`src/rtl/bhrt_ram.sv`:
```
// Generic single-port-write, single-port-read RAM with registered read data.
`default_nettype none

module bhrt_ram #(
   parameter int WIDTH = 8,
   parameter int DEPTH = 16
) (
   input  wire logic                     clock,
   input  wire logic                     wr_en,
   input  wire logic [$clog2(DEPTH)-1:0] wr_addr,
   input  wire logic [WIDTH-1:0]         wr_data,
   input  wire logic [$clog2(DEPTH)-1:0] rd_addr,
   output logic      [WIDTH-1:0]         rd_data
);
   logic [WIDTH-1:0] mem_ff [DEPTH];
   logic [WIDTH-1:0] rd_data_ff;

   always_ff @(posedge clock) begin
      if (wr_en) begin
         mem_ff[wr_addr] <= wr_data;
      end
      rd_data_ff <= mem_ff[rd_addr];
   end

   assign rd_data = rd_data_ff;
endmodule

`default_nettype wire

```
`config.mk`:
```
export PLATFORM = sky130hd
export DESIGN_NAME = bhrt_ram
export DESIGN_NICKNAME = d
export VERILOG_FILES = /design/src/rtl/bhrt_ram.sv
export SDC_FILE = /design/constraint.sdc
export NUM_CORES = 1
export LEC_CHECK = 0
export BUFFER_PORTS_ARGS = -buffer_cell sky130_fd_sc_hd__clkbuf_2
export CAP_MARGIN = 20
export CORE_MARGIN = 10
export CORE_UTILIZATION = 56
export CTS_CLUSTER_DIAMETER = 200
export DETAILED_ROUTE_END_ITERATION = 7
export GPL_ROUTABILITY_DRIVEN = 0
export GPL_TIMING_DRIVEN = 0
export PLACE_DENSITY = 0.85
export SKIP_LAST_GASP = 1
export SLEW_MARGIN = 20
export SYNTH_ARGS = -nofsm -noshare
export SYNTH_HDL_FRONTEND = slang
export SYNTH_SLANG_ARGS = --single-unit
```
`constraint.sdc`:
```
create_clock -name clock -period 2.6 [get_ports clock]
set_clock_uncertainty 0.05 [all_clocks]
set_input_delay 0.78 -clock clock [delete_from_list [all_inputs] [get_ports clock]]
set_output_delay 0.78 -clock clock [all_outputs]
set_load 0.01 [all_outputs]
```
==> run_results.csv, run 1 <==
group,metric,value,unit
sta,timing.fmax,495,MHz
sta,finalSetupViolCount,0,
sta,holdWs,639,ps
routing,first_pass_iters,5,
yosys,netlist.area_leader.share,74.7,%
sta,relSlewSlack,43.5,%
worst_setup_path,cp_slowest_cell,"nor3_2",
cts,clk-insertion-delay-late,520,ps
placed_design,hpwl,6230,um
routing,via_count,2474,
cts,ctsHtreeMaxLevel,4,
global_routing,grt.overflow.total,0,
sta,timing.final.ws_setup,579,ps
worst_setup_path,required,2690,ps
yosys,synth_seq_cells,136,
pwr,pwr-share-comb,4.6,%
cts,ctsHoldBuffers,0,
pwr,p_sw_share,19.9,%
yosys,seq_area_frac_synth,77.8,%
final_layout,final_util,68.3,%
sta,period_share,77.7,%
cts,cts-root-buf,"clkbuf_8",
floorplanning,core,0.00885,mm^2
status,status,"finished, final reports clean",
yosys,synth_top_area_cell,"edfxtp_1",
final_layout,num_antenna_cells,0,
worst_setup_path,worst-setup-path-type,"in2reg",
worst_setup_path,worstPathMaxFanout,8,
floorplanning,fp.dieH,116,um
final_layout,final_cells,393,
final_layout,fillers,526,
cts,cts_tree,"done",
routing,vias_per_cell,6.30,
cts,postCtsResizedCells,0,
floorplanning,fp.dieArea,0.0134,mm^2
worst_setup_path,end_kind,"flip-flop",
floorplanning,die_x,116,um
sta,max_slew.worst_pin.slew,843,ps
routing,dr.first_iter.drc_count,218,
min_path,hp-start,"mem_ff[9][3]",
global_routing,grt_pass1_vias,2546,
yosys,synth-main-ff-cell,"edfxtp_1",
pwr,internal_power,4.16,mW
yosys,synth-edff-count,128,
worst_setup_path,crit_chain,"clkbuf_2 -> or3b_2 -> nor3_2",
yosys,synthesis.nets,247,
pwr,ir_worst_vdd,663,uV
yosys,synthArstFlopShare,0,%
final_layout,multi_input_area,0.00108,mm^2
worst_setup_path,crit_start,"wr_addr[2]",
worst_setup_path,r2r_start,"mem_ff[5][0]",
pwr,pwr-share-clk,47.9,%
min_path,hold_class,"reg2reg",
flow_run,max-cap-violations,0,
yosys,syn_area_per_cell,22.5,um^2
cts,post_cts_buffers,0,
final_layout,areaGrowthSynthToFinish,17.4,%
worst_setup_path,crit_path_start_kind,"input port",
yosys,syn-cell-area,0.00515,mm^2
cts,cts_num_sinks,136,
routing,final_antenna_net_count,0,
final_layout,stdcell_area,0.00604,mm^2
routing,drc,0,
placed_design,dp.cells,361,
pwr,pwr-share-seq,47.5,%
routing,post_drt_wl_per_cell,26.1,um
final_layout,num-nets-final,290,
final_layout,ff_latch_area,0.00400,mm^2
worst_setup_path,cp_data_arrival_time,2110,ps
floorplanning,rows,34,
final_layout,final_layout_size_suffix_gt1_share,30.5,%
global_routing,antenna_found_initial,0,
routing,wl,10300,um
sta,slew_viol_final,0,
yosys,ys_warn_count,0,
placed_design,pre_cts_ws,83.8,ps
pwr,finalPower,5.19,mW
sta,hold_viol_final,0,
yosys,synthTopCellsByArea,"edfxtp_1, mux4_2, mux4_1",
worst_setup_path,slowest_delay,660,ps
cts,clk_pin_slew,60,ps
sta,fin_tns_setup,0,ps
yosys,synthCells,229,
yosys,ys_types,19,
pwr,pwr_density_cell,859,mW/mm^2
global_routing,track_usage,16.7,%
floorplanning,start_util,58.2,%
cts,clockBufferDepth,2,
cts,cts_buffers,17,
sta,rsz0062_at_grt,"false",
pwr,power.switching,1.03,mW
placed_design,placed_area,0.00542,mm^2
global_routing,grt_max_degree,17,
pwr,leakage,2.05,nW
sta,finalCriticalPeriod,2020,ps
placed_design,numPortBuffers,24,
global_routing,grt_pass1_wl,15800,um
worst_setup_path,critPathTopFamily,"simple AND/OR/NAND/NOR gates",
worst_setup_path,cp.buffers_inverters,1,
floorplanning,io-pin-count,26,
==> cells in the final DEF (no fill, tap or decap), types with 2 or more instances in the layout <==
cell type        instances
a22oi_1                 16
buf_2                    3
buf_6                    3
bufinv_16                4
clkbuf_16               16
clkbuf_2                24
clkbuf_8                 3
clkdlybuf4s25_2          3
clkinv_2                 3
clkinv_4                 3
dfxtp_1                  8
edfxtp_1               128
mux4_1                  14
mux4_2                  18
nand2_1                  9
nand2b_1                 2
nand3b_1                 2
nor2_1                  13
nor3_2                   4
==> path summary, 6_finish.rpt <==
kind / endpoint / slack (ps) / cells past startpoint
setup / recovery: mem_ff[0][6] / 580 / 3
hold / removal: rd_data[3] / 640 / 3
hold reg to reg: rd_data[3] / 640 / 3
setup reg to reg: rd_data[0] / 1130 / 3
==> logic make-up (layout without fill, tap and decap cells) <==
| family | Yosys count | after routing | share of synthesized area (%) |
|---|---|---|---|
| muxes | 32 | 32 | 15.0 |
| buffers and inverters | 10 | 66 | 1.68 |
| DFF | 136 | 136 | 77.8 |
| and+or+nand+nor | 35 | 35 | 3.18 |
| AOI/OAI and AO/OA | 16 | 16 | 2.33 |
==> worst reg2reg max path: stages, from the launching register on <==
cell,delay (ps)
edfxtp_1,350
mux4_1,560
a22oi_1,300
nand2_1,90
==> registers in the layout, indices dropped and copies added (netlist names) <==
register  count
rd_data       8
mem_ff      128
==> metal layers <==
metal | vias to the layer above | global-route usage [%] | routed length [um]
li1 | 1060 | - | -
met4 | 0 | 6.92 | 215
met5 | - | 0 | 0
met3 | 25 | 4.55 | 695
met2 | 109 | 26.5 | 5150
met1 | 1280 | 21.6 | 4190
==> final cells by class <==
| class | instances | share of cell area [%] |
|---|---|---|
| multi-input combinational | 83 | 17.8 |
| sequential | 136 | 66.3 |
| buffer | 10 | 1.43 |
| timing repair buffer | 24 | 1.99 |
| clock buffer | 20 | 7.37 |
| tap | 108 | 2.24 |
| clock inverter | 12 | 2.88 |
==> power groups by stage <==
stage | clock, mW | combinational, mW | sequential, mW
final | 2.48 | 0.239 | 2.46
after global placement | 0 | 0.227 | 2.51
after detailed placement | 0 | 0.240 | 2.51
after CTS | 2.51 | 0.242 | 2.47
after global routing | 2.59 | 0.259 | 2.47
after floorplan | 0 | 0.124 | 2.51
==> synthesized netlist by cell type (3+ instances only) <==
| cell | instances |
|---|---|
| mux4_2 | 18 |
| mux4_1 | 14 |
| dfxtp_1 | 8 |
| edfxtp_1 | 128 |
| buf_2 | 3 |
| a22oi_1 | 16 |
| nand2_1 | 9 |
| clkdlybuf4s25_2 | 3 |
| buf_6 | 3 |
| nor2_1 | 13 |
| nor3_1 | 4 |
(Power assumes the default switching activity.)
==> inputs of run 2 (changes only) <==
--- a/config.mk
+++ b/config.mk
@@ -8,7 +8,7 @@
 export BUFFER_PORTS_ARGS = -buffer_cell sky130_fd_sc_hd__clkbuf_2
 export CAP_MARGIN = 20
 export CORE_MARGIN = 10
-export CORE_UTILIZATION = 56
+export CORE_UTILIZATION = 54
 export CTS_CLUSTER_DIAMETER = 200
 export DETAILED_ROUTE_END_ITERATION = 7
 export GPL_ROUTABILITY_DRIVEN = 0
==> constraint.sdc (replaced) <==
create_clock -name clock -period 1.65 [get_ports clock]
set_clock_uncertainty 0.05 [all_clocks]
set_input_delay 0.495 -clock clock [delete_from_list [all_inputs] [get_ports clock]]
set_output_delay 0.495 -clock clock [all_outputs]
set_load 0.01 [all_outputs]
==> run 2 against run 1 <==
  * Register-to-register slack worse by 970 ps
  * Clock power up 34%
  * Non-clock buffer count unchanged
==> run_results.csv, run 2 (synthesis gave the netlist of run 1 again) <==
group,metric,value,unit
final_layout,final_cells,414,
cts,clk-insertion-delay-late,520,ps
global_routing,grt_pass1_vias,2665,
floorplanning,core,0.00924,mm^2
floorplanning,fp.dieH,118,um
pwr,ir_worst_vdd,881,uV
floorplanning,die_x,118,um
placed_design,dp.cells,382,
global_routing,grt_max_degree,17,
cts,ctsHtreeMaxLevel,4,
global_routing,grt_pass1_wl,16000,um
routing,wl,10400,um
pwr,p_sw_share,21.1,%
cts,postCtsResizedCells,0,
status,status,"finished, final reports clean",
final_layout,areaGrowthSynthToFinish,16.3,%
sta,period_share,93.7,%
cts,cts_num_sinks,136,
floorplanning,rows,35,
pwr,pwr-share-seq,51.1,%
global_routing,grt.overflow.total,0,
routing,drc,0,
routing,via_count,2457,
worst_setup_path,worst-setup-path-type,"in2reg",
routing,post_drt_wl_per_cell,25.0,um
sta,relSlewSlack,45.0,%
global_routing,met1_usage,19.6,%
pwr,pwr-share-clk,43.8,%
min_path,hold_class,"in2reg",
floorplanning,io-pin-count,26,
routing,vias_per_cell,5.93,
pwr,pwr-share-comb,5.1,%
worst_setup_path,end_kind,"flip-flop",
cts,post_cts_buffers,0,
final_layout,layout_common_cells,"edfxtp_1, clkbuf_2, mux4_2",
final_layout,top_register,"mem_ff",
sta,slew_viol_final,0,
flow_run,max-cap-violations,0,
floorplanning,start_util,55.7,%
pwr,finalPower,7.60,mW
pwr,power.switching,1.60,mW
worst_setup_path,crit_path_start_kind,"input port",
pwr,pwr_density_cell,1270,mW/mm^2
global_routing,grt_util_met3,4.65,%
sta,finalCriticalPeriod,1550,ps
final_layout,num_antenna_cells,0,
worst_setup_path,required,1740,ps
final_layout,final_layout_size_suffix_gt1_share,30.2,%
worst_setup_path,cp_data_arrival_time,1640,ps
pwr,leakage,2.01,nW
final_layout,final_common_cell,"edfxtp_1",
routing,final_antenna_net_count,0,
cts,ctsHoldBuffers,0,
cts,cts_tree,"done",
placed_design,numPortBuffers,24,
final_layout,final_util,64.8,%
global_routing,grt.busiest_layer,"met2",
sta,hold_viol_final,0,
placed_design,hpwl,6260,um
sta,finalSetupViolCount,0,
routing,dr.first_iter.drc_count,294,
sta,timing.fmax,647,MHz
global_routing,antenna_found_initial,0,
pwr,internal_power,6.00,mW
cts,cts_buffers,17,
cts,clk_pin_slew,60,ps
sta,max_slew.worst_pin.slew,822,ps
final_layout,num-nets-final,290,
global_routing,track_usage,15.7,%
routing,first_pass_iters,4,
sta,rsz0062_at_grt,"false",
floorplanning,fp.dieArea,0.0138,mm^2
final_layout,largest_register_ffs,128,
cts,clockBufferDepth,2,
global_routing,use_met2,24.5,%
worst_setup_path,worstPathMaxFanout,8,
cts,cts-root-buf,"clkbuf_8",
==> run 2: changes by cell type in the layout (fill, tap and decap cells not counted), moves of 2 or more <==
cell       change
buf_6          -2
clkinv_2       +3
bufinv_16      -3
nor2_1         -3
clkbuf_1       +4
buf_8          +2
clkinv_4       -2
nor2_2         +3
clkbuf_8       -2
==> run 2: final cells by class <==
class                   count  area [um^2]
clock buffers              22          433
plain buffers              10         93.8
flip-flops and latches    136         4000
clock inverters            10         80.1
multi-input cells          83         1090
repair buffers             24          120
fillers                   607         3250
well taps                 129          161
==> run 2: power by group through the flow <==
stage | clock network (mW) | logic, mW | registers, mW
global route | 3.50 | 0.414 | 3.89
floorplan | 0 | 0.202 | 3.96
detailed placement | 0 | 0.382 | 3.96
CTS | 3.34 | 0.389 | 3.89
finish | 3.33 | 0.385 | 3.89
global placement | 0 | 0.368 | 3.95
==> run 2: stage by stage <==
step           TNS [ps]  hold WS (ps)  worst slack [ps]  cell area, um^2
3_3_place_gp     -35360           605              -331             5470
5_1_grt               0           389              49.6             5990
6_report              0           388               104             5990
4_1_cts               0           363              64.8             5990
2_1_floorplan      -213           544             -31.5             5190
3_5_place_dp     -40020           644              -415             5470
==> run 2: worst paths after layout <==
| path | endpoint | start | slack, ps | cells after the start |
|---|---|---|---|---|
| worst min-delay path | mem_ff[12][6] | wr_data[6] | 390 | 1 |
| worst min register to register | rd_data[7] | mem_ff[10][7] | 660 | 3 |
| worst max register to register | rd_data[0] | mem_ff[1][0] | 160 | 3 |
| worst max-delay path | mem_ff[10][4] | wr_addr[0] | 100 | 3 |
==> run 2: layer usage <==
| layer | vias to the layer above | part of all wire [%] |
|---|---|---|
| met1 | 1266 | 41 |
| met4 | 0 | 1.5 |
| li1 | 1058 | - |
| met2 | 119 | 50 |
| met3 | 14 | 7.8 |
| met5 | - | 0 |
==> run 2: worst max-delay path, cell delays in order <==
cell      delay (ps)
clkbuf_2         190
nand2b_1         280
nor2_1           670
==> inputs of run 3 (changes only) <==
==> constraint.sdc (replaced) <==
create_clock -name clock -period 1.65 [get_ports clock]
set_clock_uncertainty 0.05 [all_clocks]
set_input_delay 0.495 -clock clock [delete_from_list [all_inputs] [get_ports clock]]
set_output_delay 0.495 -clock clock [all_outputs]
set_load 0.1 [all_outputs]
==> run 3 against run 2 <==
  * Sequential share of layout area fell by 1.1 points
  * Combinational power rose by 56%
  * Global-route usage barely moved
  * Highest routed layer unchanged
  * Critical endpoint is now rd_data[2]
  * Worst hold slack got worse by 4.5 ps
  * Die area did not move
  * Power rose by 3.0%
  * Clock power barely moved
  * Largest power group unchanged
  * Wire length rose by 0.43%
  * Cell count did not move
  * Sequential power barely moved
  * Critical path depth fell by 2
==> run_results.csv, run 3 (synthesis gave the netlist of run 1 again) <==
group,metric,value,unit
status,status,"finished, final reports clean",
cts,cts_tree,"done",
flow_run,max-cap-violations,0,
placed_design,hpwl,6260,um
final_layout,num-nets-final,290,
global_routing,grt_pass1_vias,2648,
cts,cts_buffers,17,
global_routing,grt_max_degree,17,
routing,first_pass_iters,5,
final_layout,areaGrowthSynthToFinish,18.3,%
placed_design,dp.cells,382,
worst_setup_path,ff2ff_path_depth,3,
min_path,hold_class,"in2reg",
pwr,internal_power,6.05,mW
routing,via_count,2478,
routing,vias_per_cell,5.99,
sta,relSlewSlack,45.7,%
worst_setup_path,cp_data_arrival_time,1080,ps
worst_setup_path,end_kind,"output pin",
final_layout,top_register,"mem_ff",
worst_setup_path,cp.depth,1,
worst_setup_path,crit_path_start_kind,"flip-flop",
cts,cts-root-buf,"clkbuf_8",
floorplanning,fp.dieArea,0.0138,mm^2
worst_setup_path,cp_slowest_cell,"dfxtp_1",
sta,period_share,98.5,%
pwr,pwr-share-comb,7.7,%
pwr,ir_worst_vdd,882,uV
cts,ctsHtreeMaxLevel,4,
final_layout,final_layout_size_suffix_gt1_share,30.9,%
global_routing,track_usage,15.7,%
sta,finalCriticalPeriod,1620,ps
cts,clockBufferDepth,2,
routing,drc,0,
sta,finalSetupViolCount,0,
placed_design,numPortBuffers,24,
global_routing,grt_pass1_wl,16000,um
final_layout,num_antenna_cells,0,
worst_setup_path,slowest_delay,370,ps
floorplanning,fp.dieH,118,um
floorplanning,rows,35,
routing,final_antenna_net_count,0,
global_routing,antenna_found_initial,0,
floorplanning,core,0.00924,mm^2
cts,cts_num_sinks,136,
worst_setup_path,worstPathMaxFanout,1,
worst_setup_path,required,1100,ps
pwr,p_sw_share,22.6,%
worst_setup_path,critPathTopFamily,"flip-flops",
final_layout,final_common_cell,"edfxtp_1",
pwr,leakage,2.04,nW
sta,hold_viol_final,0,
floorplanning,start_util,55.7,%
cts,clk-insertion-delay-late,520,ps
sta,rsz0062_at_grt,"true",
pwr,pwr_density_cell,1280,mW/mm^2
pwr,pwr-share-clk,42.5,%
cts,ctsHoldBuffers,0,
min_path,hold_depth,1,
floorplanning,die_x,118,um
routing,wl,10400,um
worst_setup_path,cp.buffers_inverters,1,
pwr,power.switching,1.77,mW
final_layout,final_util,65.9,%
worst_setup_path,crit_chain,"buf_12",
global_routing,grt.overflow.total,0,
routing,dr.first_iter.drc_count,321,
sta,slew_viol_final,0,
cts,clk_pin_slew,60,ps
worst_setup_path,worst-setup-path-type,"reg2out",
final_layout,final_cells,414,
final_layout,layout_common_cells,"edfxtp_1, mux4_2, clkbuf_16",
sta,max_slew.worst_pin.slew,812,ps
final_layout,largest_register_ffs,128,
floorplanning,io-pin-count,26,
sta,timing.fmax,615,MHz
pwr,pwr-share-seq,49.8,%
routing,post_drt_wl_per_cell,25.1,um
[run 3: cell types whose count changed in the layout (fill, tap and decap cells not counted), moves of 2 or more]
| cell | change |
|---|---|
| clkbuf_8 | +3 |
| buf_12 | +3 |
| dfxtp_2 | +2 |
| dfxtp_1 | -2 |
| clkbuf_2 | -8 |
[run 3: power groups by stage]
stage	Combinational (mW)	Sequential (mW)	Clock [mW]
final	0.601	3.90	3.33
after global routing	0.630	3.90	3.50
after CTS	0.589	3.89	3.34
after detailed placement	0.540	3.96	0
after global placement	0.526	3.95	0
after floorplan	0.202	4.12	0
[run 3: timing repair]
item                                   4_1_cts  5_1_grt
setup buffers                                0        0
setup endpoints to repair                    8        5
endpoints found under the hold margin        0        0
pin swaps                                    0        0
gates resized for setup                     17        9
[run 3: path summary, 6_finish.rpt]
kind,startpoint,to,slack [ps]
setup reg to reg,mem_ff[1][0],rd_data[0],120
setup / recovery,rd_data[2],rd_data[2],30
hold reg to reg,mem_ff[8][6],rd_data[6],650
hold / removal,wr_data[3],mem_ff[1][3],380
[run 3: layer usage]
layer / track usage, % / wire (um)
met1: 19.7 / 4200
met2: 24.5 / 5160
met3: 4.60 / 889
met4: 7.42 / 141
met5: 0 / 0
[run 3: layout make-up]
class | instances | area, um^2
clock buffers | 22 | 433
multi-input cells | 83 | 1090
well taps | 129 | 161
fillers | 589 | 3150
plain buffers | 10 | 93.8
repair buffers | 24 | 221
flip-flops and latches | 136 | 4010
clock inverters | 10 | 80.1
[run 3: stage by stage]
step | worst slack (ps) | power, mW | instance area (um^2) | hold slack (ps) | TNS (ps)
2_1_floorplan | -31.5 | 4.32 | 5190 | 544 | -213
4_1_cts | -21.4 | 7.82 | 6070 | 363 | -21.4
6_report | 25.3 | 7.82 | 6090 | 384 | 0
5_1_grt | -15.5 | 8.03 | 6090 | 389 | -28.4
3_3_place_gp | -331 | 4.47 | 5470 | 605 | -35360
3_5_place_dp | -415 | 4.50 | 5470 | 644 | -40020
