## config.mk

```make
export PLATFORM = sky130hd
export DESIGN_NAME = bhrt_hash
export DESIGN_NICKNAME = d
export VERILOG_FILES = /design/src/rtl/bhrt_pkg.sv /design/src/rtl/bhrt_hash.sv
export SDC_FILE = /design/constraint.sdc
export NUM_CORES = 1
export LEC_CHECK = 0
export BUFFER_PORTS_ARGS = -buffer_cell sky130_fd_sc_hd__buf_2
export CAP_MARGIN = 20
export CORE_ASPECT_RATIO = 0.6
export CORE_MARGIN = 3
export CORE_UTILIZATION = 35
export CTS_BUF_LIST = sky130_fd_sc_hd__clkbuf_8 sky130_fd_sc_hd__clkbuf_16
export CTS_CLUSTER_SIZE = 28
export DETAILED_ROUTE_END_ITERATION = 7
export SLEW_MARGIN = 25
export SYNTH_ARGS = -nofsm -noshare
export SYNTH_HDL_FRONTEND = slang
export SYNTH_SLANG_ARGS = --single-unit
```

## constraint.sdc

```tcl
create_clock -name clock -period 15.1 [get_ports clock]
set_input_delay 1.51 -clock clock [delete_from_list [all_inputs] [get_ports clock]]
set_output_delay 1.51 -clock clock [all_outputs]
set_load 0.01 [all_outputs]
```

## src/rtl/bhrt_pkg.sv

```systemverilog
// Shared constants, codes and types of the bucketed hash record table.
`default_nettype none

package bhrt_pkg;

   localparam int SLOTS     = 4;
   localparam int BUCKETS   = 99;
   localparam int KEY_BYTES = 11;
   localparam int KH_W      = 48;
   localparam int KL_W      = 40;
   localparam int KEY_W     = KH_W + KL_W;
   localparam int PAY_W     = 64;
   localparam int ACT_W     = 2;
   localparam int STAT_W    = 2;
   localparam int BKT_W     = $clog2(BUCKETS);
   localparam int DEPTH     = BUCKETS * SLOTS;
   localparam int ADDR_W    = $clog2(DEPTH);
   localparam int SLOT_W    = (SLOTS > 1) ? $clog2(SLOTS) : 1;
   localparam int SCNT_W    = $clog2(SLOTS + 1);
   localparam int ENTRY_W   = KEY_W + PAY_W;

   // Folding hash: pairs of padded bytes, running sum kept below FOLD_MOD.
   localparam int FOLD_MUL  = 100;
   localparam int FOLD_MOD  = 20000;
   localparam int PAIRS     = (KEY_BYTES + 1) / 2;
   localparam int SUM_W     = 15;
   localparam int TMP_W     = 16;
   // Restoring reduction by BUCKETS: BUCKETS shifted by MOD_STEPS-1 exceeds FOLD_MOD / 2.
   localparam int MOD_STEPS = 8;
   localparam logic [7:0] PAD_BYTE = 8'h20;

   localparam logic [ACT_W-1:0] ACT_INSERT = 2'd0;
   localparam logic [ACT_W-1:0] ACT_SEARCH = 2'd1;
   localparam logic [ACT_W-1:0] ACT_MODIFY = 2'd2;
   localparam logic [ACT_W-1:0] ACT_DELETE = 2'd3;

   localparam logic [STAT_W-1:0] ST_OK        = 2'd0;
   localparam logic [STAT_W-1:0] ST_NOT_FOUND = 2'd1;
   localparam logic [STAT_W-1:0] ST_FULL      = 2'd2;

   typedef struct packed {
      logic             start;
      logic [KEY_W-1:0] key;
   } hash_req_type;

   typedef struct packed {
      logic             done;
      logic [BKT_W-1:0] bucket;
   } hash_res_type;

endpackage

`default_nettype wire

```

## src/rtl/bhrt_hash.sv

```systemverilog
// Iterative folding hash: one byte pair per cycle, then a restoring reduction by BUCKETS.
`default_nettype none

module bhrt_hash (
   input  wire logic                  clock,
   input  wire logic                  reset,
   input  wire bhrt_pkg::hash_req_type hash_req,
   output bhrt_pkg::hash_res_type     hash_res
);
   import bhrt_pkg::*;

   localparam int PAD_W = 8 * (KEY_BYTES + 1);
   localparam int CNT_W = $clog2(MOD_STEPS);

   localparam logic [1:0] HS_IDLE = 2'd0;
   localparam logic [1:0] HS_FOLD = 2'd1;
   localparam logic [1:0] HS_MOD  = 2'd2;

   logic [1:0]       state_ff, state_in;
   logic [CNT_W-1:0] cnt_ff, cnt_in;
   logic [PAD_W-1:0] pad_ff, pad_in;
   logic [SUM_W-1:0] acc_ff, acc_in;
   logic             done_ff, done_in;

   logic [TMP_W-1:0] fold_sum;
   logic [SUM_W-1:0] fold_nxt;
   logic [TMP_W-1:0] trial;
   logic [SUM_W-1:0] mod_nxt;

   // Blank bytes after the end of the key hash as spaces, and a twelfth space follows.
   function automatic logic [PAD_W-1:0] pad_key(input logic [KEY_W-1:0] key);
      logic [PAD_W-1:0] res;
      logic [7:0]       kb;
      res = '0;
      for (int i = 0; i < KEY_BYTES; i++) begin
         kb = key[KEY_W-1-8*i -: 8];
         res[PAD_W-1-8*i -: 8] = (kb == 8'd0) ? PAD_BYTE : kb;
      end
      res[7:0] = PAD_BYTE;
      return res;
   endfunction

   always_comb begin
      fold_sum = TMP_W'(acc_ff) + TMP_W'(pad_ff[PAD_W-1 -: 8]) * TMP_W'(FOLD_MUL)
               + TMP_W'(pad_ff[PAD_W-9 -: 8]);
      if (fold_sum >= TMP_W'(2 * FOLD_MOD)) begin
         fold_nxt = SUM_W'(fold_sum - TMP_W'(2 * FOLD_MOD));
      end else if (fold_sum >= TMP_W'(FOLD_MOD)) begin
         fold_nxt = SUM_W'(fold_sum - TMP_W'(FOLD_MOD));
      end else begin
         fold_nxt = SUM_W'(fold_sum);
      end
      trial = TMP_W'(BUCKETS) << cnt_ff;
      if (TMP_W'(acc_ff) >= trial) begin
         mod_nxt = SUM_W'(TMP_W'(acc_ff) - trial);
      end else begin
         mod_nxt = acc_ff;
      end
   end

   always_comb begin
      state_in = state_ff;
      cnt_in   = cnt_ff;
      pad_in   = pad_ff;
      acc_in   = acc_ff;
      done_in  = 1'b0;
      case (state_ff)
         HS_IDLE: begin
            if (hash_req.start) begin
               pad_in   = pad_key(hash_req.key);
               acc_in   = '0;
               cnt_in   = '0;
               state_in = HS_FOLD;
            end
         end
         HS_FOLD: begin
            acc_in = fold_nxt;
            pad_in = pad_ff << 16;
            if (cnt_ff == CNT_W'(PAIRS - 1)) begin
               cnt_in   = CNT_W'(MOD_STEPS - 1);
               state_in = HS_MOD;
            end else begin
               cnt_in = cnt_ff + 1'b1;
            end
         end
         HS_MOD: begin
            acc_in = mod_nxt;
            if (cnt_ff == '0) begin
               done_in  = 1'b1;
               state_in = HS_IDLE;
            end else begin
               cnt_in = cnt_ff - 1'b1;
            end
         end
         default: begin
            state_in = HS_IDLE;
         end
      endcase
   end

   always_ff @(posedge clock) begin
      if (reset) begin
         state_ff <= HS_IDLE;
         done_ff  <= 1'b0;
      end else begin
         state_ff <= state_in;
         done_ff  <= done_in;
      end
      cnt_ff <= cnt_in;
      pad_ff <= pad_in;
      acc_ff <= acc_in;
   end

   assign hash_res.done   = done_ff;
   assign hash_res.bucket = acc_ff[BKT_W-1:0];
endmodule

`default_nettype wire

```

==> results_tabular.tex, run 1 <==
\begin{tabular}{lr}
\hline
Metric & Value \\
\hline
\multicolumn{2}{l}{\textbf{Synthesis}} \\
\quad Post-synthesis instance area & 7930 µm² \\
\quad Synth warnings & 0 \\
\quad Flops \& latches, synth & 110 \\
\quad Number of enable flip-flop cells after synthesis & 107 \\
\quad Leading post-synthesis cells by cell area & edfxtp\_1, ha\_1, mux2\_2 \\
\quad Fraction of registers with async set/reset & 0 \\
\quad Part of the Yosys area used for sequential elements & 0.413 \\
\quad Leading cell type by number of instances after synthesis & edfxtp\_1 \\
\quad Cell type with the largest total area after synthesis & edfxtp\_1 \\
\quad Fraction of post-synthesis cell area in the top cell type by area & 0.405 \\
\quad Synthesized net count & 908 \\
\quad Netlist cell types & 64 \\
\quad Leading register cell type out of synthesis & edfxtp\_1 \\
\quad Post-synthesis instance total & 726 \\
\quad Mean instance size in the synthesized netlist & 10.9 µm² \\
\quad Commonest cells in the synthesized netlist & edfxtp\_1, ha\_1, a21oi\_1, mux2\_2, inv\_1 \\
\multicolumn{2}{l}{\textbf{Timing}} \\
\quad Fin crit period & 6110 ps \\
\quad Relative slew margins & 0.330 \\
\quad Slew Limit Fails & 0 \\
\quad Final-report hold violation count & 0 \\
\quad Final period util & 0.405 \\
\quad Max Clock Skew & 11.8 ps \\
\quad Final-report setup violation count & 0 \\
\quad Pin slew with the least headroom to its limit & 1000 ps \\
\quad Fmax & 164 MHz \\
\quad Crit path setup slack, layout & 8990 ps \\
\quad Accumulated negative setup slack & 0 ps \\
\quad Unrepaired setup endpoints after global routing & no \\
\multicolumn{2}{l}{\textbf{Detailed routing}} \\
\quad First-pass detailed-route iteration total & 5 \\
\quad Detailed router's first-iteration violation count & 486 \\
\quad Residual antenna-violating net count after detailed routing & 0 \\
\quad Final routed wire length divided by cell count & 17.9 µm \\
\quad Vias per cell & 5.25 \\
\quad DRT Wirelength & 19900 µm \\
\quad DRC & 0 \\
\quad Overall via count from detail\_route & 5859 \\
\multicolumn{2}{l}{\textbf{Die}} \\
\quad Io pins & 99 \\
\quad Die area & 24600 µm² \\
\quad DIE HEIGHT & 123 µm \\
\quad Core Region & 21600 µm² \\
\quad Starting Density & 0.366 \\
\quad Std cell rows & 41 \\
\quad Die width & 200 µm \\
\multicolumn{2}{l}{\textbf{Global route}} \\
\quad Initial antenna violation count & 3 \\
\quad Number of global-route vias before repair & 5632 \\
\quad Wire length of the first global-routing pass & 31300 µm \\
\quad Largest net degree at the start of global routing & 90 \\
\quad Remaining Overflow, GRT & 0 \\
\quad Combined global-route utilization of all metal layers & 0.165 \\
\multicolumn{2}{l}{\textbf{Placed design}} \\
\quad Final GP Congestion & 1.02 \\
\quad Input/output buffers & 98 \\
\quad Final HPWL DP & 15500 µm \\
\quad Worst-case setup slack after placement & 9030 ps \\
\multicolumn{2}{l}{\textbf{CTS}} \\
\quad CTS Buf Count & 9 \\
\quad Buffer cell driving the clock tree root & clkbuf\_16 \\
\quad Resized cells post-CTS & 0 \\
\quad Post-CTS Setup Inserts & 0 \\
\quad Post-CTS clock slew at the launch and capture registers of the worst setup and hold paths & 80 ps \\
\quad Number of clock sinks & 110 \\
\quad Worst-case clock buffer depth & 2 \\
\quad Clock tree from TritonCTS & built \\
\quad Hold-fix buffer count after cts & 0 \\
\quad Htree depth & 3 \\
\quad Clock insertion delay at the later pin of the skew report & 360 ps \\
\multicolumn{2}{l}{\textbf{Finish}} \\
\quad Fraction of layout cells with a size suffix above 1 & 0.242 \\
\quad Diode insertion count for antenna repair & 0 \\
\quad Seq. cell area & 3270 µm² \\
\quad Area delta synth->final & 13.6\% \\
\quad Area of the multi-input gates & 4350 µm² \\
\quad Count of nets after finishing & 992 \\
\quad Filler cell count in the final layout & 2139 \\
\multicolumn{2}{l}{\textbf{Hold path}} \\
\quad Hold path startpoint & state\_ff[1]\$\_SDFFE\_PP0P\_ \\
\quad Hold Path Stages & 2 \\
\quad Worst min path class & flop to flop \\
\quad Worst Hold End & state\_ff[1]\$\_SDFFE\_PP0P\_ \\
\multicolumn{2}{l}{\textbf{Run status}} \\
\quad Status & finished clean \\
\multicolumn{2}{l}{\textbf{Critical path}} \\
\quad Cell count of the worst reg-to-reg path & 21 \\
\quad Worst endpoint data arrival time & 6220 ps \\
\quad Internal reg-to-reg setup slack & 8990 ps \\
\quad Critical register-to-register path startpoint & pad\_ff[90]\$\_DFFE\_PP\_ \\
\quad Critical Path Source Type & flop \\
\quad Largest driver fanout on the critical path & 15 \\
\quad Required @ worst endpoint & 15210 ps \\
\quad Critical path capture point type & flop \\
\quad Type of the worst setup path & flop to flop \\
\quad Capture instance of the worst register-to-register path & acc\_ff[8]\$\_DFFE\_PP\_ \\
\multicolumn{2}{l}{\textbf{Job}} \\
\quad Reported max-cap violation count & 0 \\
\hline
\end{tabular}
==> worst max path at each step <==
stage                                   from  slack (ps)                        to  cells after the start
floorplan           state_ff[1]$_SDFFE_PP0P_        7110  pad_ff[10]$_SDFFCE_PP0P_                      6
global placement        pad_ff[90]$_DFFE_PP_        9220       acc_ff[8]$_DFFE_PP_                     21
detailed placement      pad_ff[90]$_DFFE_PP_        9030       acc_ff[8]$_DFFE_PP_                     22
CTS                     pad_ff[91]$_DFFE_PP_        9020       acc_ff[8]$_DFFE_PP_                     22
global route            pad_ff[92]$_DFFE_PP_        8530       acc_ff[8]$_DFFE_PP_                     21
finish                  pad_ff[90]$_DFFE_PP_        8990       acc_ff[8]$_DFFE_PP_                     21
==> kinds of logic (layout without fill, tap and decap cells) <==
| kind of cell | count (synthesis) | count (layout) | synth area share |
|---|---|---|---|
| simple gates | 175 | 175 | 0.112 |
| compound gates | 164 | 164 | 0.137 |
| flops | 110 | 110 | 0.413 |
| fa+ha+maj | 91 | 91 | 0.154 |
| buf+inv | 78 | 167 | 0.0418 |
| mux | 69 | 69 | 0.0970 |
| xor+xnor | 39 | 39 | 0.0459 |
==> layout by cell type, fill, tap and decap left out, drive strengths merged, types with 3 or more instances in the layout <==
cell type,netlist,routed
a22oi,3,3
buf,12,101
o211ai,4,4
nor4,12,12
and3,6,6
fa,11,11
o31ai,5,5
o21bai,5,5
a41oi,3,3
o21ai,29,29
a2111oi,3,3
mux2,63,63
or3,3,3
mux2i,6,6
or2,4,4
nor3,22,22
edfxtp,107,107
nor2,36,36
xnor2,26,26
inv,49,54
nand2b,13,13
nand2,36,36
nand3,10,10
a21oi,64,64
clkbuf,16,9
a21o,10,10
xor2,13,13
nor2b,19,19
a31oi,11,11
dfxtp,3,3
o21a,3,3
o311ai,3,3
ha,80,80
and2,6,6
nand4,6,6
o22ai,4,4
==> critical path, stage by stage (launching register included) <==
cell,delay (ps)
edfxtp_1,460
ha_1,310
ha_1,290
ha_1,300
inv_1,60
fa_1,450
inv_1,70
a21oi_1,50
o21ai_0,240
xor2_1,180
ha_1,260
ha_1,380
o21ai_0,150
o21ba_1,170
a41oi_1,150
a2111oi_0,560
a21oi_2,110
xor2_2,480
o31a_1,600
o21a_1,190
o21ai_1,60
a221o_1,340
==> cell type report <==
cell class	count	area share
repair buffers	101	0.0573
well taps	301	0.0418
clock buffers	9	0.0250
flip-flops and latches	110	0.363
multi-input cells	538	0.483
clock inverters	7	0.00916
inverters	50	0.0208
==> sequential cells by signal, indices dropped and copies added, names as in the netlist <==
signal    count
pad_ff       89
done_ff       1
acc_ff       15
state_ff      2
cnt_ff        3
==> stage by stage <==
| stage | hold WS (ps) | area [µm²] | util | std cells |
|---|---|---|---|---|
| finish | 548 | 9010 | 0.416 | 1116 |
| global route | 559 | 9010 | 0.416 | 1116 |
| CTS | 551 | 9010 | 0.416 | 1116 |
| detailed placement | 534 | 8710 | 0.402 | 1100 |
| global placement | 532 | 8700 | 0.402 | 1100 |
| floorplan | 500 | 7930 | - | 726 |
==> metal layers <==
layer	wire length (µm)	vias up	global-route usage
li1	-	2878	-
met4	136	6	0.0246
met1	10700	2742	0.263
met2	7430	215	0.220
met3	1670	18	0.0477
met5	31	-	0
Power of run 1 is left out: the tool's default activity adds up to more than one toggle a clock period on the data nets, which glitch-free logic cannot reach.
==> inputs of run 2 (changes only) <==
- clock period: 15.1 -> 5.95 ns (I/O delays scaled with it)
==> results_tabular.tex, run 2 (synthesized netlist as in run 1, its figures left out) <==
\begin{tabular}{lr}
\hline
Metric & Value \\
\hline
\multicolumn{2}{l}{\textbf{Detailed routing}} \\
\quad First-pass detailed-route iteration total & 5 (unchanged) \\
\quad Vias per cell & 5.33 (+1.6\%) \\
\quad Residual antenna-violating net count after detailed routing & 0 (unchanged) \\
\quad Final routed wire length divided by cell count & 18.1 µm (+1.5\%) \\
\quad Overall via count from detail\_route & 5988 (+2.2\%) \\
\quad DRT Wirelength & 20400 µm (+2.1\%) \\
\quad Detailed router's first-iteration violation count & 445 (-8.4\%) \\
\quad DRC & 0 (unchanged) \\
\multicolumn{2}{l}{\textbf{Placed design}} \\
\quad Input/output buffers & 98 (unchanged) \\
\quad Post-placement cell area & 8740 µm² (+0.39\%) \\
\quad Final HPWL DP & 16000 µm (+3.4\%) \\
\quad Final GP Congestion & 0.990 (-3.1\%) \\
\quad Worst-case setup slack after placement & 332 ps (-8700 ps) \\
\multicolumn{2}{l}{\textbf{Global route}} \\
\quad Largest net degree at the start of global routing & 72 (-20\%) \\
\quad Number of global-route vias before repair & 5680 (+0.85\%) \\
\quad Wire length of the first global-routing pass & 32000 µm (+2.2\%) \\
\quad Combined global-route utilization of all metal layers & 0.168 (+0.00325) \\
\quad Remaining Overflow, GRT & 0 (unchanged) \\
\quad Initial antenna violation count & 3 (unchanged) \\
\multicolumn{2}{l}{\textbf{Critical path}} \\
\quad Critical Path Source Type & flop \\
\quad WP depth & 22 (+4.8\%) \\
\quad Number of buffers and inverters on the critical path & 2 (unchanged) \\
\quad Capture instance of the worst register-to-register path & acc\_ff[8]\$\_DFFE\_PP\_ \\
\quad Largest driver fanout on the critical path & 9 (-6) \\
\quad Type of the worst setup path & flop to flop \\
\quad CP startpoint & pad\_ff[89]\$\_DFFE\_PP\_ \\
\quad Critical-path top delay cell & fa\_1 \\
\quad Cell count of the worst reg-to-reg path & 22 (+4.8\%) \\
\quad Max stage delay on crit path & 470 ps (-130 ps) \\
\quad CP Cell Sequence & ha\_1, ha\_1, ha\_1, inv\_1, fa\_1, inv\_1, a21oi\_1, o21ai\_0, a21oi\_1, o21bai\_1, xor2\_1, ha\_1, ha\_1, a21o\_1, a31oi\_1, o21ai\_1, a21oi\_1, xnor2\_2, a21boi\_4, nand2b\_1, mux2i\_1, a221o\_1 \\
\quad Most prevalent standard cell on the critical path & ha\_1 \\
\quad Internal reg-to-reg setup slack & 250 ps (-8730 ps) \\
\quad Required @ worst endpoint & 6050 ps (-9160 ps) \\
\quad Delay-heaviest family, CP & compound AO/OA/AOI/OAI gates \\
\quad Capturing element of the worst setup path & acc\_ff[8]\$\_DFFE\_PP\_ \\
\quad Critical register-to-register path startpoint & pad\_ff[89]\$\_DFFE\_PP\_ \\
\quad Worst endpoint data arrival time & 5800 ps (-420 ps) \\
\quad Critical path capture point type & flop \\
\multicolumn{2}{l}{\textbf{Timing}} \\
\quad Final-report setup violation count & 0 (unchanged) \\
\quad Final-report hold violation count & 0 (unchanged) \\
\quad Pin slew with the least headroom to its limit & 906 ps (-98.6 ps) \\
\quad Crit path setup slack, layout & 253 ps (-8730 ps) \\
\quad Slew Limit Fails & 0 (unchanged) \\
\quad Max Clock Skew & 5.39 ps (-6.44 ps) \\
\quad Final period util & 0.958 (+0.553) \\
\quad Relative slew margins & 0.395 (+0.0651) \\
\quad Worst hold margin & 434 ps (-114 ps) \\
\quad Unrepaired setup endpoints after global routing & yes \\
\quad Fin crit period & 5700 ps (-415 ps) \\
\quad Fmax & 176 MHz (+7.3\%) \\
\multicolumn{2}{l}{\textbf{Finish}} \\
\quad Count of nets after finishing & 999 (+0.71\%) \\
\quad Registers with the highest flip-flop counts & pad\_ff x89, acc\_ff x15, cnt\_ff x3 \\
\quad Number of flip-flops under the largest register name & 89 (unchanged) \\
\quad Area delta synth->final & 14.3\% \\
\quad Leading cell type in the layout, fill and taps excluded & edfxtp\_1 \\
\quad Top library cells by usage in the layout, fill and taps aside & edfxtp\_1, buf\_2, ha\_1, a21oi\_1, mux2\_2 \\
\quad Diode insertion count for antenna repair & 0 (unchanged) \\
\quad Post-layout instance area & 9070 µm² (+0.58\%) \\
\quad Largest reg by FF count & pad\_ff \\
\quad Fraction of layout cells with a size suffix above 1 & 0.252 (+0.0101) \\
\quad Finished Core Util & 0.419 (+0.00243) \\
\multicolumn{2}{l}{\textbf{CTS}} \\
\quad Buffer cell driving the clock tree root & clkbuf\_16 \\
\quad Clock tree from TritonCTS & built \\
\quad CTS Buf Count & 9 (unchanged) \\
\quad Worst-case clock buffer depth & 2 (unchanged) \\
\quad Clock insertion delay at the later pin of the skew report & 350 ps (about the same) \\
\quad Hold-fix buffer count after cts & 0 (unchanged) \\
\quad Number of clock sinks & 110 (unchanged) \\
\quad Htree depth & 3 (unchanged) \\
\quad Post-CTS clock slew at the launch and capture registers of the worst setup and hold paths & 70 ps (about the same) \\
\multicolumn{2}{l}{\textbf{Die}} \\
\quad Core Region & 21600 µm² (unchanged) \\
\quad Io pins & 99 (unchanged) \\
\quad Starting Density & 0.366 (unchanged) \\
\quad Std cell rows & 41 (unchanged) \\
\quad Die area & 24600 µm² (unchanged) \\
\quad DIE HEIGHT & 123 µm (unchanged) \\
\quad Die width & 200 µm (unchanged) \\
\multicolumn{2}{l}{\textbf{Job}} \\
\quad Reported max-cap violation count & 0 (unchanged) \\
\multicolumn{2}{l}{\textbf{Run status}} \\
\quad Status & finished clean \\
\multicolumn{2}{l}{\textbf{Hold path}} \\
\quad Worst min path class & primary input to flop \\
\hline
\end{tabular}
-- run 2: worst min path at each step --
stage                     depth (start not counted)                       end  slack [ps]                startpoint
after global routing                              2  state_ff[0]$_SDFFE_PP0P_         430                     reset
after global placement                            1      pad_ff[27]$_DFFE_PP_         530  pad_ff[11]$_SDFFCE_PP0P_
after CTS                                         2  state_ff[0]$_SDFFE_PP0P_         420                     reset
after floorplan                                   2  state_ff[1]$_SDFFE_PP0P_         500  state_ff[1]$_SDFFE_PP0P_
final                                             2  state_ff[0]$_SDFFE_PP0P_         430                     reset
after detailed placement                          1      pad_ff[32]$_DFFE_PP_         530  pad_ff[16]$_SDFFCE_PP0P_
-- run 2: metal layers --
layer | routed length, µm | share of wire | vias to the layer above | track usage
li1 | - | - | 2876 | -
met1 | 10700 | 0.53 | 2891 | 0.263
met2 | 7330 | 0.36 | 203 | 0.213
met3 | 2160 | 0.11 | 12 | 0.0705
met4 | 93 | 0.0046 | 6 | 0.0246
met5 | 41 | 0.0020 | - | 0
-- run 2: metrics by stage --
stage	TNS, ps	cells
2_1_floorplan	0	726
3_3_place_gp	0	1105
3_5_place_dp	0	1105
4_1_cts	0	1121
5_1_grt	-53.8	1123
6_report	0	1123
-- run 2: what timing repair did --
action / CTS / global route
resized for setup: 0 / 4
endpoints found under the setup margin: 0 / 4
buffers inserted: 0 / 2
-- run 2: final cells by class --
class                      instances  area, µm²
clock inverter                     7       71.3
inverter                          50        188
timing repair buffer             108        566
multi-input combinational        538       4370
fill                            2095      12600
clock buffer                       9        225
tap                              301        377
sequential                       110       3270
Power of run 2 is left out for the same reason.
